--- config.mk ---
export PLATFORM = sky130hd
export DESIGN_NAME = rci_div_cell
export DESIGN_NICKNAME = d
export VERILOG_FILES = /design/src/hdl/rci_pkg.sv /design/src/hdl/rci_div_cell.sv
export SDC_FILE = /design/constraint.sdc
export NUM_CORES = 1
export LEC_CHECK = 0
export BUFFER_PORTS_ARGS = -buffer_cell sky130_fd_sc_hd__buf_2
export CORE_MARGIN = 2
export CORE_UTILIZATION = 54
export DETAILED_ROUTE_END_ITERATION = 10
export PLACE_DENSITY = 0.79
export SYNTH_ARGS = -nofsm -noshare
export SYNTH_HDL_FRONTEND = slang
export SYNTH_SLANG_ARGS = --single-unit
--- constraint.sdc ---
create_clock -name clock -period 3.4 [get_ports clock]
set_clock_uncertainty 0.1 [all_clocks]
set_input_delay 0.34 -clock clock [delete_from_list [all_inputs] [get_ports clock]]
set_output_delay 0.34 -clock clock [all_outputs]
set_load 0.05 [all_outputs]
--- src/hdl/rci_pkg.sv ---
// rci_pkg: widths, constants and the per-stage data type of the rgb color interpolator
// used by rci_front, rci_div_cell and rgb_color_interpolator; no dependencies
package rci_pkg;

   localparam int CH_BITS      = 8;
   localparam int NUM_CH       = 3;
   localparam int COLOR_W      = CH_BITS * NUM_CH;
   localparam int TIME_W       = 32;
   localparam int NUM_W        = TIME_W + CH_BITS;
   localparam int STEP_COUNT   = CH_BITS;
   localparam int FRONT_STAGES = 3;
   localparam int PIPE_DEPTH   = FRONT_STAGES + STEP_COUNT;

   // partial remainder, remaining numerator bits / quotient bits, divisor
   typedef struct packed {
      logic [NUM_CH-1:0][TIME_W-1:0]  rem;
      logic [NUM_CH-1:0][CH_BITS-1:0] quo;
      logic [TIME_W-1:0]              div;
   } cell_data_type;

endpackage

--- src/hdl/rci_div_cell.sv ---
// rci_div_cell: one restoring-division step for all three channels, one quotient bit each
// depends on rci_pkg
module rci_div_cell
   import rci_pkg::*;
(
   input  logic          clock,
   input  logic          enable,
   input  cell_data_type cell_i,
   output cell_data_type cell_o
);

   cell_data_type data_ff, data_in;

   always_comb begin
      logic [TIME_W:0] trial;
      logic [TIME_W:0] dvs;
      logic            qbit;
      dvs     = {1'b0, cell_i.div};
      data_in = cell_i;
      for (int c = 0; c < NUM_CH; c++) begin
         // bring down the next numerator bit
         trial = {cell_i.rem[c], cell_i.quo[c][CH_BITS-1]};
         qbit  = (trial >= dvs);
         if (qbit) begin
            data_in.rem[c] = TIME_W'(trial - dvs);
         end else begin
            data_in.rem[c] = trial[TIME_W-1:0];
         end
         data_in.quo[c] = {cell_i.quo[c][CH_BITS-2:0], qbit};
      end
   end

   always_ff @(posedge clock) begin
      if (enable) begin
         data_ff <= data_in;
      end
   end

   assign cell_o = data_ff;

endmodule

# Word-level counts from Yosys, hierarchy flattened
# Index checks and enable logic that the tools add are counted.
[totals]
mem_count = 0
ram_bits = 0
output_inout_bits = 152
reg_bits = 152
latch_bits = 0
inputBits = 154
mem_bits_ro = 0
[classes]
n_addsub = 3
order_cmp = 3
shifts = 0
mux = 3
mul = 0
reduce_logical = 0
bitwise = 0
n_eq_ne = 0
div_mod_pow = 0
[ops]
columns = ["cell", "count"]
rows = [
  ["33-bit by 32-bit greater-or-equal comparator with 1-bit output", 3],
  ["32-bit two-way mux", 3],
  ["32-bit subtractor", 3],
]

# Logic depth before layout (Yosys ltp)
[logic_depth]
word_depth = 2
depth_mapped = 14
mapped_depth_nobuf = 12

# Worst setup path after synthesis
# Ideal clock, no wire load.
[synth_timing]
path_type = "input-to-reg"
startpoint = "input port cell_i[39] (netlist bit)"
endpoint = "register data_ff, in the netlist cell_o[84] (data pin)"
t_arrival_ns = 2.696
setup_slack_ns = 0.342
setup_ns = 0.262
stages = 12
cell_sequence = "inv_1 > ha_1 > fa_1 > nand2b_1 > a21oi_1 > o211ai_1 > a21oi_1 > a31oi_1 > o31ai_1 > a31oi_1 > xnor2_1 > mux2_1"
[synth_rtl]
columns = ["element", "line", "source"]
rows = [
  ["from (decl)", "rci_div_cell.sv:8", "input cell_data_type cell_i,"],
  ["to (signal assigned)", "rci_div_cell.sv:35", "data_ff <= data_in;"],
  ["to (decl)", "rci_div_cell.sv:12", "cell_data_type data_ff, data_in;"],
]

==> results.py <==
metrics = {
    "route": {
        "drtPass1Iterations": 6,
        "vias_per_cell": 5.80,
        "drc": 0,
        "routed_wl_mm": 35.8,
        "wl_per_cell_um": 19.5,
        "ant_nets": 0,
        "vias": 10600,
        "drtIter0Drc": 905,
    },
    "synth": {
        "syn-instance-count": 1120,
        "synth_edf_count": 152,
        "synth_top_flop_cell": "edfxtp_1",
        "yosysWarningCount": 0,
        "netlist_area_um2": 10900,
        "synth_area_leader_cell": "edfxtp_1",
        "synth.top_cell.area_share_pct": 41.9,
        "synth.distinct_cells": 74,
        "synth.area.top_cells": "edfxtp_1 42%, ha_1 11%, a21oi_1 4.8%",
        "avgSynthCellArea_um2": 9.73,
        "async_flop_share_pct": 0,
        "ys_ff_latch": 152,
        "synth_nets": 1373,
        "ys_seq_area_share_pct": 41.9,
    },
    "final_layout": {
        "final_cells": 1834,
        "layout-area-overhead-vs-synth_pct": 32.6,
        "final_area_um2": 14400,
        "fin_util_pct": 73.5,
        "final_nets": 1807,
        "largest_register_ffs": 152,
        "layout-drive-gt1-share_pct": 30.3,
    },
    "global_route": {
        "overflow": 0,
        "grt_use_total_pct": 32.5,
        "grt_max_degree": 65,
        "grt_pass1_vias": 10200,
        "antenna_found_initial": 1,
        "grt_pass1_wl_mm": 54.1,
    },
    "clocking": {
        "cts_tree": "done",
        "numCtsBuffers": 17,
        "clock_sinks": 152,
        "cts_root_buf": "clkbuf_16",
        "htreeDepth": 4,
        "path_clk_slew_ns": 0.07,
        "clockBufferDepth": 2,
    },
    "critical_path": {
        "critPathCaptureType": "register",
        "crit_arrival_ns": 3.35,
        "critical_path_required_ns": 3.49,
        "path_buf_inv": 4,
        "critPathLaunchType": "primary input",
        "cpMaxStageDelayCell": "dlygate4sd3_1",
        "path_cells": "dlygate4sd3_1 > buf_2 > inv_1 > ha_1 > a21oi_1 > o21ai_0 > a221oi_1 > o21ai_0 > a31oi_2 > o21ai_2 > a21oi_4 > buf_4 > mux2_2",
        "crit_path_frequent_cell": "o21ai_0",
        "critPathTopFamily": "compound AO/OA/AOI/OAI gates",
        "crit_type": "in2reg",
        "critPathMaxFanout": 6,
        "max_stage_delay_ns": 0.53,
    },
    "timing": {
        "period_share_pct": 96.0,
        "finalSetupViolCount": 0,
        "report.final.slew_viol_count": 0,
        "fmax_mhz": 306,
        "worst_slack_ns": 0.136,
        "tightest_slew_ns": 1.01,
        "period_minus_slack_ns": 3.26,
        "relSlewSlack_pct": 31.9,
        "rsz0062_at_grt": "false",
        "hold_violations": 0,
        "holdWs_ns": 0.00493,
        "finalSetupTns_ns": 0,
    },
    "die": {
        "core_um2": 19700,
        "fp.dieW_um": 146,
        "die_area_um2": 21300,
        "die_h_um": 146,
        "start_util_pct": 55.4,
        "rows": 51,
        "io_pins": 306,
    },
    "placement": {
        "io_buffers": 305,
        "hpwlAfterDp_mm": 27.3,
        "placed_cell_area_um2": 13400,
        "placedCellCount": 1751,
        "globalplace.congestion": 0.960,
        "dp_slack_ns": -0.231,
    },
    "run": {
        "drv_cap": 0,
    },
    "power_and_ir_drop": {
        "p_per_area_nw_per_um2": 501,
        "finalPower_mw": 7.23,
        "vdd_drop_max_mv": 0.371,
        "leakage_nw": 6.50,
    },
    "status": {
        "outcome": "finished clean",
    },
    "worst_hold_path": {
        "hold_class": "in2reg",
    },
}
Yosys cell counts, types with 5 or more instances:
cell	count
clkbuf_1	25
mux2_1	5
nand2b_1	10
ha_1	96
inv_1	60
a31oi_1	19
nor2b_1	11
and3_1	13
a21o_1	35
mux2_2	9
and2_1	5
nand2_1	127
a211oi_1	7
nor2_1	66
nor3_1	14
edfxtp_1	152
o21ai_1	9
o31ai_1	5
o21ai_0	93
o21bai_1	16
o211ai_1	12
xnor2_1	49
buf_2	12
xor2_1	32
buf_6	5
nand3_1	25
a21oi_1	105
o21a_1	14
nand4_1	20
report_power, final:
group | switching (mW) | internal, mW | total [mW] | leakage (nW)
logic | 1.97 | 0.943 | 2.91 | 4.74
clock network | 0.900 | 0.967 | 1.87 | 0.270
registers | 0.0684 | 2.39 | 2.46 | 1.49
final cells by class:
class	count	area [um2]
Multi-Input combinational cell	863	5900
Fill cell	1484	5210
Sequential cell	152	4560
Timing Repair Buffer	459	2840
Clock buffer	18	429
Tap cell	265	332
Inverter	61	229
Clock inverter	14	138
Antenna cell	2	5.00
cells in the final DEF (no fill, tap or decap), drive strengths merged, types with 10 or more instances in the layout:
master,Yosys,final
a21o,35,35
a21oi,106,106
a31oi,22,22
and3,13,13
buf,19,414
clkbuf,26,18
dlygate4sd3,0,45
edfxtp,152,152
ha,96,96
inv,61,67
mux2,14,14
nand2,127,127
nand2b,10,10
nand3,25,25
nand4,21,21
nor2,66,66
nor2b,11,11
nor3,14,14
o211ai,13,13
o21a,14,14
o21ai,105,105
o21bai,17,17
xnor2,49,49
xor2,32,32
worst paths after layout:
kind / startpoint / end / slack (ns) / depth (start not counted)
setup / recovery: cell_i[16] / cell_o[104] / 0.14 / 13
hold / removal: cell_i[20] / cell_o[20] / 0.005 / 1
routing by layer:
metal | vias up | GRT usage, % | part of all wire, %
li1 | 5038 | - | -
met1 | 4951 | 42.4 | 41
met4 | 0 | 10.9 | 3.1
met2 | 567 | 54.7 | 48
met5 | - | 0 | 0
met3 | 89 | 6.19 | 8.7
kinds of logic after synthesis:
kind of cell / share of synthesized area, %
mux: 1.54
buf+inv: 4.21
xor+xnor: 6.51
fa+ha+maj: 11.6
flops: 41.9
simple gates: 12.7
compound gates: 21.6
timing repair:
item / CTS / global route
gates resized for setup: 0 / 3
hold buffers: 45 / 0
buffers inserted: 0 / 3
setup endpoints to repair: 0 / 35
hold endpoints to repair: 45 / 0
(Power assumes the default switching activity.)
