==> src/hdl/rci_pkg.sv <==
// rci_pkg: widths, constants and the per-stage data type of the rgb color interpolator
// used by rci_front, rci_div_cell and rgb_color_interpolator; no dependencies
package rci_pkg;

   localparam int CH_BITS      = 8;
   localparam int NUM_CH       = 3;
   localparam int COLOR_W      = CH_BITS * NUM_CH;
   localparam int TIME_W       = 32;
   localparam int NUM_W        = TIME_W + CH_BITS;
   localparam int STEP_COUNT   = CH_BITS;
   localparam int FRONT_STAGES = 3;
   localparam int PIPE_DEPTH   = FRONT_STAGES + STEP_COUNT;

   // partial remainder, remaining numerator bits / quotient bits, divisor
   typedef struct packed {
      logic [NUM_CH-1:0][TIME_W-1:0]  rem;
      logic [NUM_CH-1:0][CH_BITS-1:0] quo;
      logic [TIME_W-1:0]              div;
   } cell_data_type;

endpackage

==> src/hdl/rci_front.sv <==
// rci_front: three-stage front end, special-case detect, channel products and numerator sum
// depends on rci_pkg
module rci_front
   import rci_pkg::*;
(
   input  logic                      clock,
   input  logic [FRONT_STAGES-1:0]   stage_en,
   input  logic [COLOR_W-1:0]        start_color,
   input  logic [COLOR_W-1:0]        end_color,
   input  logic [TIME_W-1:0]         elapsed_time,
   input  logic [TIME_W-1:0]         fade_duration,
   output cell_data_type             data_out
);

   // stage 1
   logic [COLOR_W-1:0] s1_start_ff, s1_end_ff;
   logic [TIME_W-1:0]  s1_diff_ff, s1_time_ff, s1_dur_ff;
   logic               s1_jump_ff;
   // stage 2
   logic [NUM_CH-1:0][NUM_W-1:0] s2_pa_ff, s2_pb_ff;
   logic [COLOR_W-1:0] s2_end_ff;
   logic [TIME_W-1:0]  s2_dur_ff;
   logic               s2_jump_ff;
   // stage 3
   cell_data_type      s3_data_ff, s3_data_in;

   always_ff @(posedge clock) begin
      if (stage_en[0]) begin
         s1_start_ff <= start_color;
         s1_end_ff   <= end_color;
         s1_diff_ff  <= fade_duration - elapsed_time;
         s1_time_ff  <= elapsed_time;
         s1_dur_ff   <= fade_duration;
         s1_jump_ff  <= (fade_duration == '0) || (elapsed_time >= fade_duration);
      end
   end

   always_ff @(posedge clock) begin
      if (stage_en[1]) begin
         for (int c = 0; c < NUM_CH; c++) begin
            s2_pa_ff[c] <= {{TIME_W{1'b0}}, s1_start_ff[c*CH_BITS +: CH_BITS]}
                           * {{CH_BITS{1'b0}}, s1_diff_ff};
            s2_pb_ff[c] <= {{TIME_W{1'b0}}, s1_end_ff[c*CH_BITS +: CH_BITS]}
                           * {{CH_BITS{1'b0}}, s1_time_ff};
         end
         s2_end_ff  <= s1_end_ff;
         s2_dur_ff  <= s1_dur_ff;
         s2_jump_ff <= s1_jump_ff;
      end
   end

   always_comb begin
      logic [NUM_W-1:0] half;
      logic [NUM_W-1:0] acc;
      half = {{(CH_BITS+1){1'b0}}, s2_dur_ff[TIME_W-1:1]};
      s3_data_in = '0;
      for (int c = 0; c < NUM_CH; c++) begin
         // a jump divides the end channel by one, so the cells pass it through
         if (s2_jump_ff) begin
            acc = {{TIME_W{1'b0}}, s2_end_ff[c*CH_BITS +: CH_BITS]};
         end else begin
            acc = s2_pa_ff[c] + s2_pb_ff[c] + half;
         end
         s3_data_in.rem[c] = acc[NUM_W-1:CH_BITS];
         s3_data_in.quo[c] = acc[CH_BITS-1:0];
      end
      s3_data_in.div = s2_jump_ff ? TIME_W'(1) : s2_dur_ff;
   end

   always_ff @(posedge clock) begin
      if (stage_en[2]) begin
         s3_data_ff <= s3_data_in;
      end
   end

   assign data_out = s3_data_ff;

endmodule

==> config.mk <==
export PLATFORM = sky130hd
export DESIGN_NAME = rci_front
export DESIGN_NICKNAME = d
export VERILOG_FILES = /design/src/hdl/rci_pkg.sv /design/src/hdl/rci_front.sv
export SDC_FILE = /design/constraint.sdc
export NUM_CORES = 2
export LEC_CHECK = 0
export ABC_AREA = 1
export BUFFER_PORTS_ARGS = -buffer_cell sky130_fd_sc_hd__buf_2
export CELL_PAD_IN_SITES_DETAIL_PLACEMENT = 1
export CELL_PAD_IN_SITES_GLOBAL_PLACEMENT = 1
export CORE_UTILIZATION = 50
export CTS_CLUSTER_SIZE = 20
export DETAILED_ROUTE_END_ITERATION = 6
export PLACE_DENSITY = 0.95
export RECOVER_POWER = 50
export SLEW_MARGIN = 10
export SYNTH_ARGS = -nofsm -noshare
export SYNTH_HDL_FRONTEND = slang
export SYNTH_SLANG_ARGS = --single-unit
==> constraint.sdc <==
create_clock -name clock -period 10.7 [get_ports clock]
set_clock_uncertainty 0.1 [all_clocks]
set_input_delay 2.14 -clock clock [delete_from_list [all_inputs] [get_ports clock]]
set_output_delay 2.14 -clock clock [all_outputs]
set_load 0.01 [all_outputs]
### After elaboration in Yosys (flattened, before gate mapping)

Index checks and enable logic that the tools add are counted.

| word-level totals | value |
|---|---|
| register bits after elaboration | 594 |
| bits of input ports | 116 |
| logic and storage cells | 41 |

| operators by class | value |
|---|---|
| add/sub/neg operators | 7 |
| multipliers | 6 |
| order comparisons | 1 |
| multiplexer cells | 3 |
| reductions and logical operators | 2 |

Operators by type and width:

| operator | count |
|---|---|
| multiplier 8 x 32 -> 40 bit | 6 |
| adder 40 x 31 -> 40 bit | 3 |
| adder 40 bit | 3 |
| >= comparator 32 bit | 1 |
| zero test 32 bit | 1 |
| subtractor 32 bit | 1 |
| two-way mux 8 bit | 3 |
| logical OR 1 bit | 1 |

### Depth between registers and ports, before layout

| logic depth | value |
|---|---|
| word-level depth | 3 |
| depth in mapped cells | 24 |

### Worst setup path after synthesis

No wires, ideal clock.

| timing | value |
|---|---|
| path kind | register -> register |
| start | register s1_diff_ff[5] |
| end | register s2_pa_ff[115] (netlist name) (data pin) |
| arrival time | 3965 ps |
| data required time | 10348 ps |
| slack | 6383 ps |
| stages on the path, launching flop included | 18 |
| buffers on the path | 1 |
| cells stage by stage | edfxtp_1 -> clkbuf_1 -> nand2_1 -> fa_1 -> fa_1 -> inv_1 -> fa_1 -> inv_1 -> fa_1 -> inv_1 -> ha_1 -> nand2_1 -> nor2_1 -> a21oi_1 -> o21ai_1 -> nand2_1 -> nand3_1 -> nand2_1 |

| between the ends | value |
|---|---|
| word-level cells in the longest chain between the ends | 1 |

Ends and longest elaborated chain:

| element | RTL line | RTL |
|---|---|---|
| start, declared | rci_front.sv:17 | `logic [TIME_W-1:0] s1_diff_ff, s1_time_ff, s1_dur_ff;` |
| start signal, assigned | rci_front.sv:31 | `s1_diff_ff <= fade_duration - elapsed_time;` |
| multiplier 8 x 32 -> 40 bit | rci_front.sv:42 | `* {{CH_BITS{1'b0}}, s1_diff_ff};` |
| end signal, assigned by index | rci_front.sv:41 | `s2_pa_ff[c] <= {{TIME_W{1'b0}}, s1_start_ff[c*CH_BITS +: CH_BITS]}` |
| end, declared | rci_front.sv:20 | `logic [NUM_CH-1:0][NUM_W-1:0] s2_pa_ff, s2_pb_ff;` |

No other way between the ends.
A chain may end at the register's enable or synchronous reset.

### Worst setup path in the final report

| timing | value |
|---|---|
| start | input port stage_en[0] |
| end | register s1_time_ff[7] (enable) |

RTL lines:

| element | RTL line | RTL |
|---|---|---|
| start, declared | rci_front.sv:7 | `input logic [FRONT_STAGES-1:0] stage_en,` |
| end signal, assigned | rci_front.sv:32 | `s1_time_ff <= elapsed_time;` |
| end, declared | rci_front.sv:17 |  |

No word-level cell between the ends.

==> metrics.txt <==
RePlAce Congestion 1.01; Synth top cells by count nand2_1 (3239), inv_1 (2864), fa_1 (1177), nor2_1 (634), edfxtp_1 (594); root buffer cell clkbuf_16; Die H 410 um; Mapped Avg Cell Area 7.66 um^2; Peak Freq 123 MHz; drt first-iter violations 7870; Synth Register Bits 594; Netlist Area Pre-Place 83200 um^2; violated checks design-rule violations, max-capacitance violations, max-slew violations; Die Footprint 168000 um^2; Post-Synth Adder-Cell Area 36.3%; post-synthesis sequential area ratio 21.4%; Post-CTS Resized 0; CTS tree built; top cell type's share of synthesized area 28.3%; Synth area leader fa_1; CTS Buf Count 77; WL/cell 27.2 um; YS warnings 0; starting density of the core 50.4%; number of I/O port buffers 267; XOR/XNOR Fraction of Synth Area 1.64%; Gate Count Post-Synth 10900; FP Rows 149; Worst-path clk slew 60 ps; Crit. End Element flop; Final Util 54.2%; Core Footprint 165000 um^2; WL final 361 mm; DR vias 77900; Final Max Slew Viols 1151; post-route clock period utilization 76.1%; first-pass GRT wire length 532 mm; Fillers 20700; post-synthesis mux area share 0%; Worst EP required 10920 ps; Clock Latency Late Sink 730 ps; crit path time final 8140 ps; setup TNS 0 ps; All-Layer GR Usage 42.8%; count leader, synth nand2_1; post-synthesis compound-gate area fraction 5.73%; worst slew pin tran 6060 ps; Longest Clk Path Bufs 3; largest family of logic cells by synthesized area adder cells; drt drc 84; Setup crit start kind input pin; CTS Hold Bufs 0; layout cells sized above 1 3.81%; Hold Path Class flop to flop; Final ANT Viol Nets 0; Area Overhead vs Synth 7.45%; Chip Width 410 um; main area contributors after synthesis fa_1 (28%), edfxtp_1 (21%), nand2_1 (15%); crit path kind input pin to flop; crit path DAT 8370 ps; unique cell type count in the Yosys netlist 34; RSZ-0062 raised after global routing no; H-Tree Depth 3; gr ovfl total 0; DR pass1 iterations 7; Synth Flop Type edfxtp_1; Max-Cap Viols 30; vias in the first global route 86300; run status complete, but fails checks; Post-Synth Simple-Gate Area 20.6%; setup bufs post-CTS 0; Top Ports 268; HPWL after detailed placement 277 mm; Synth async-reset ratio 0%; nets 12800; Mapped Nets 12700; crit-path max FO 63; EDFF count, synth 594; largest net degree at the start of global routing 131; initial antenna violation count 33; setup violators final 0; Sink Count 594; Vias/cell 5.87; final hold viol count 0; Slew headroom -304%
-- kinds of logic after synthesis --
group           count (synthesis)
compound gates                902
xor+xnor                      156
fa+ha+maj                    1707
buf+inv                      3155
flops                         594
simple gates                 4343
-- cell type report --
class | instances | area (um^2) | area share, %
Clock inverter | 53 | 616 | 0.689
Clock buffer | 86 | 1980 | 2.22
Antenna cell | 12 | 30.0 | 0.0336
Multi-Input combinational cell | 7108 | 53500 | 59.8
Timing Repair Buffer | 373 | 1950 | 2.18
Tap cell | 2189 | 2740 | 3.06
Sequential cell | 594 | 17800 | 20.0
Inverter | 2864 | 10800 | 12.0
-- registers in the layout, summed over array words and instances, names as in the netlist --
name / count
data_out: 152
s1_diff_ff: 32
s1_dur_ff: 32
s1_end_ff: 24
s1_jump_ff: 1
s1_start_ff: 24
s1_time_ff: 32
s2_dur_ff: 32
s2_end_ff: 24
s2_jump_ff: 1
s2_pa_ff: 120
s2_pb_ff: 120
-- worst paths after layout --
kind / start / to / slack (ps) / cells after the start
min reg2reg: s1_dur_ff[28]$_DFFE_PP_ / s2_dur_ff[28]$_DFFE_PP_ / 320 / 0
max: stage_en[0] / s1_time_ff[7]$_DFFE_PP_ / 2560 / 3
min: s1_dur_ff[28]$_DFFE_PP_ / s2_dur_ff[28]$_DFFE_PP_ / 320 / 0
max reg2reg: s1_end_ff[12]$_DFFE_PP_ / s2_pb_ff[77]$_DFFE_PP_ / 3890 / 18
-- worst max-delay path, stage by stage --
cell and delay, ps:
clkbuf_1 3250, clkbuf_1 1800, buf_4 930
-- layer usage --
| metal | up-vias | share of wire, % | track usage, % |
|---|---|---|---|
| met4 | 38 | 9.9 | 35.0 |
| li1 | 32500 | - | - |
| met5 | - | 0.084 | 0.201 |
| met2 | 4989 | 45 | 67.0 |
| met3 | 1888 | 11 | 12.8 |
| met1 | 38500 | 34 | 48.3 |
-- layout by cell type, fill, tap and decap left out, types with 35 or more instances in the layout --
cell type     n
inv_1      2863
buf_2       164
nand4_1      35
xor2_1      107
nor2_1      637
a21oi_1     530
nand2_1    3242
buf_4        75
clkbuf_16    78
clkbuf_1    139
edfxtp_1    594
xnor2_1      49
fa_1       1177
nor3_1       44
ha_1        530
o21ai_0     266
o21a_1       42
nand3_1     301
-- stage by stage --
stage	area, um^2	std cells	hold slack, ps	worst slack, ps
final	89400	13300	322	2560
after CTS	89600	13300	321	4770
after global placement	87000	13100	301	5250
after floorplan	83200	10900	300	6380
after detailed placement	87000	13100	306	4960
after global routing	89300	13300	320	2670
Power is not shown: default switching activity piles up to over one toggle a cycle in this logic, so the estimate is an artifact.
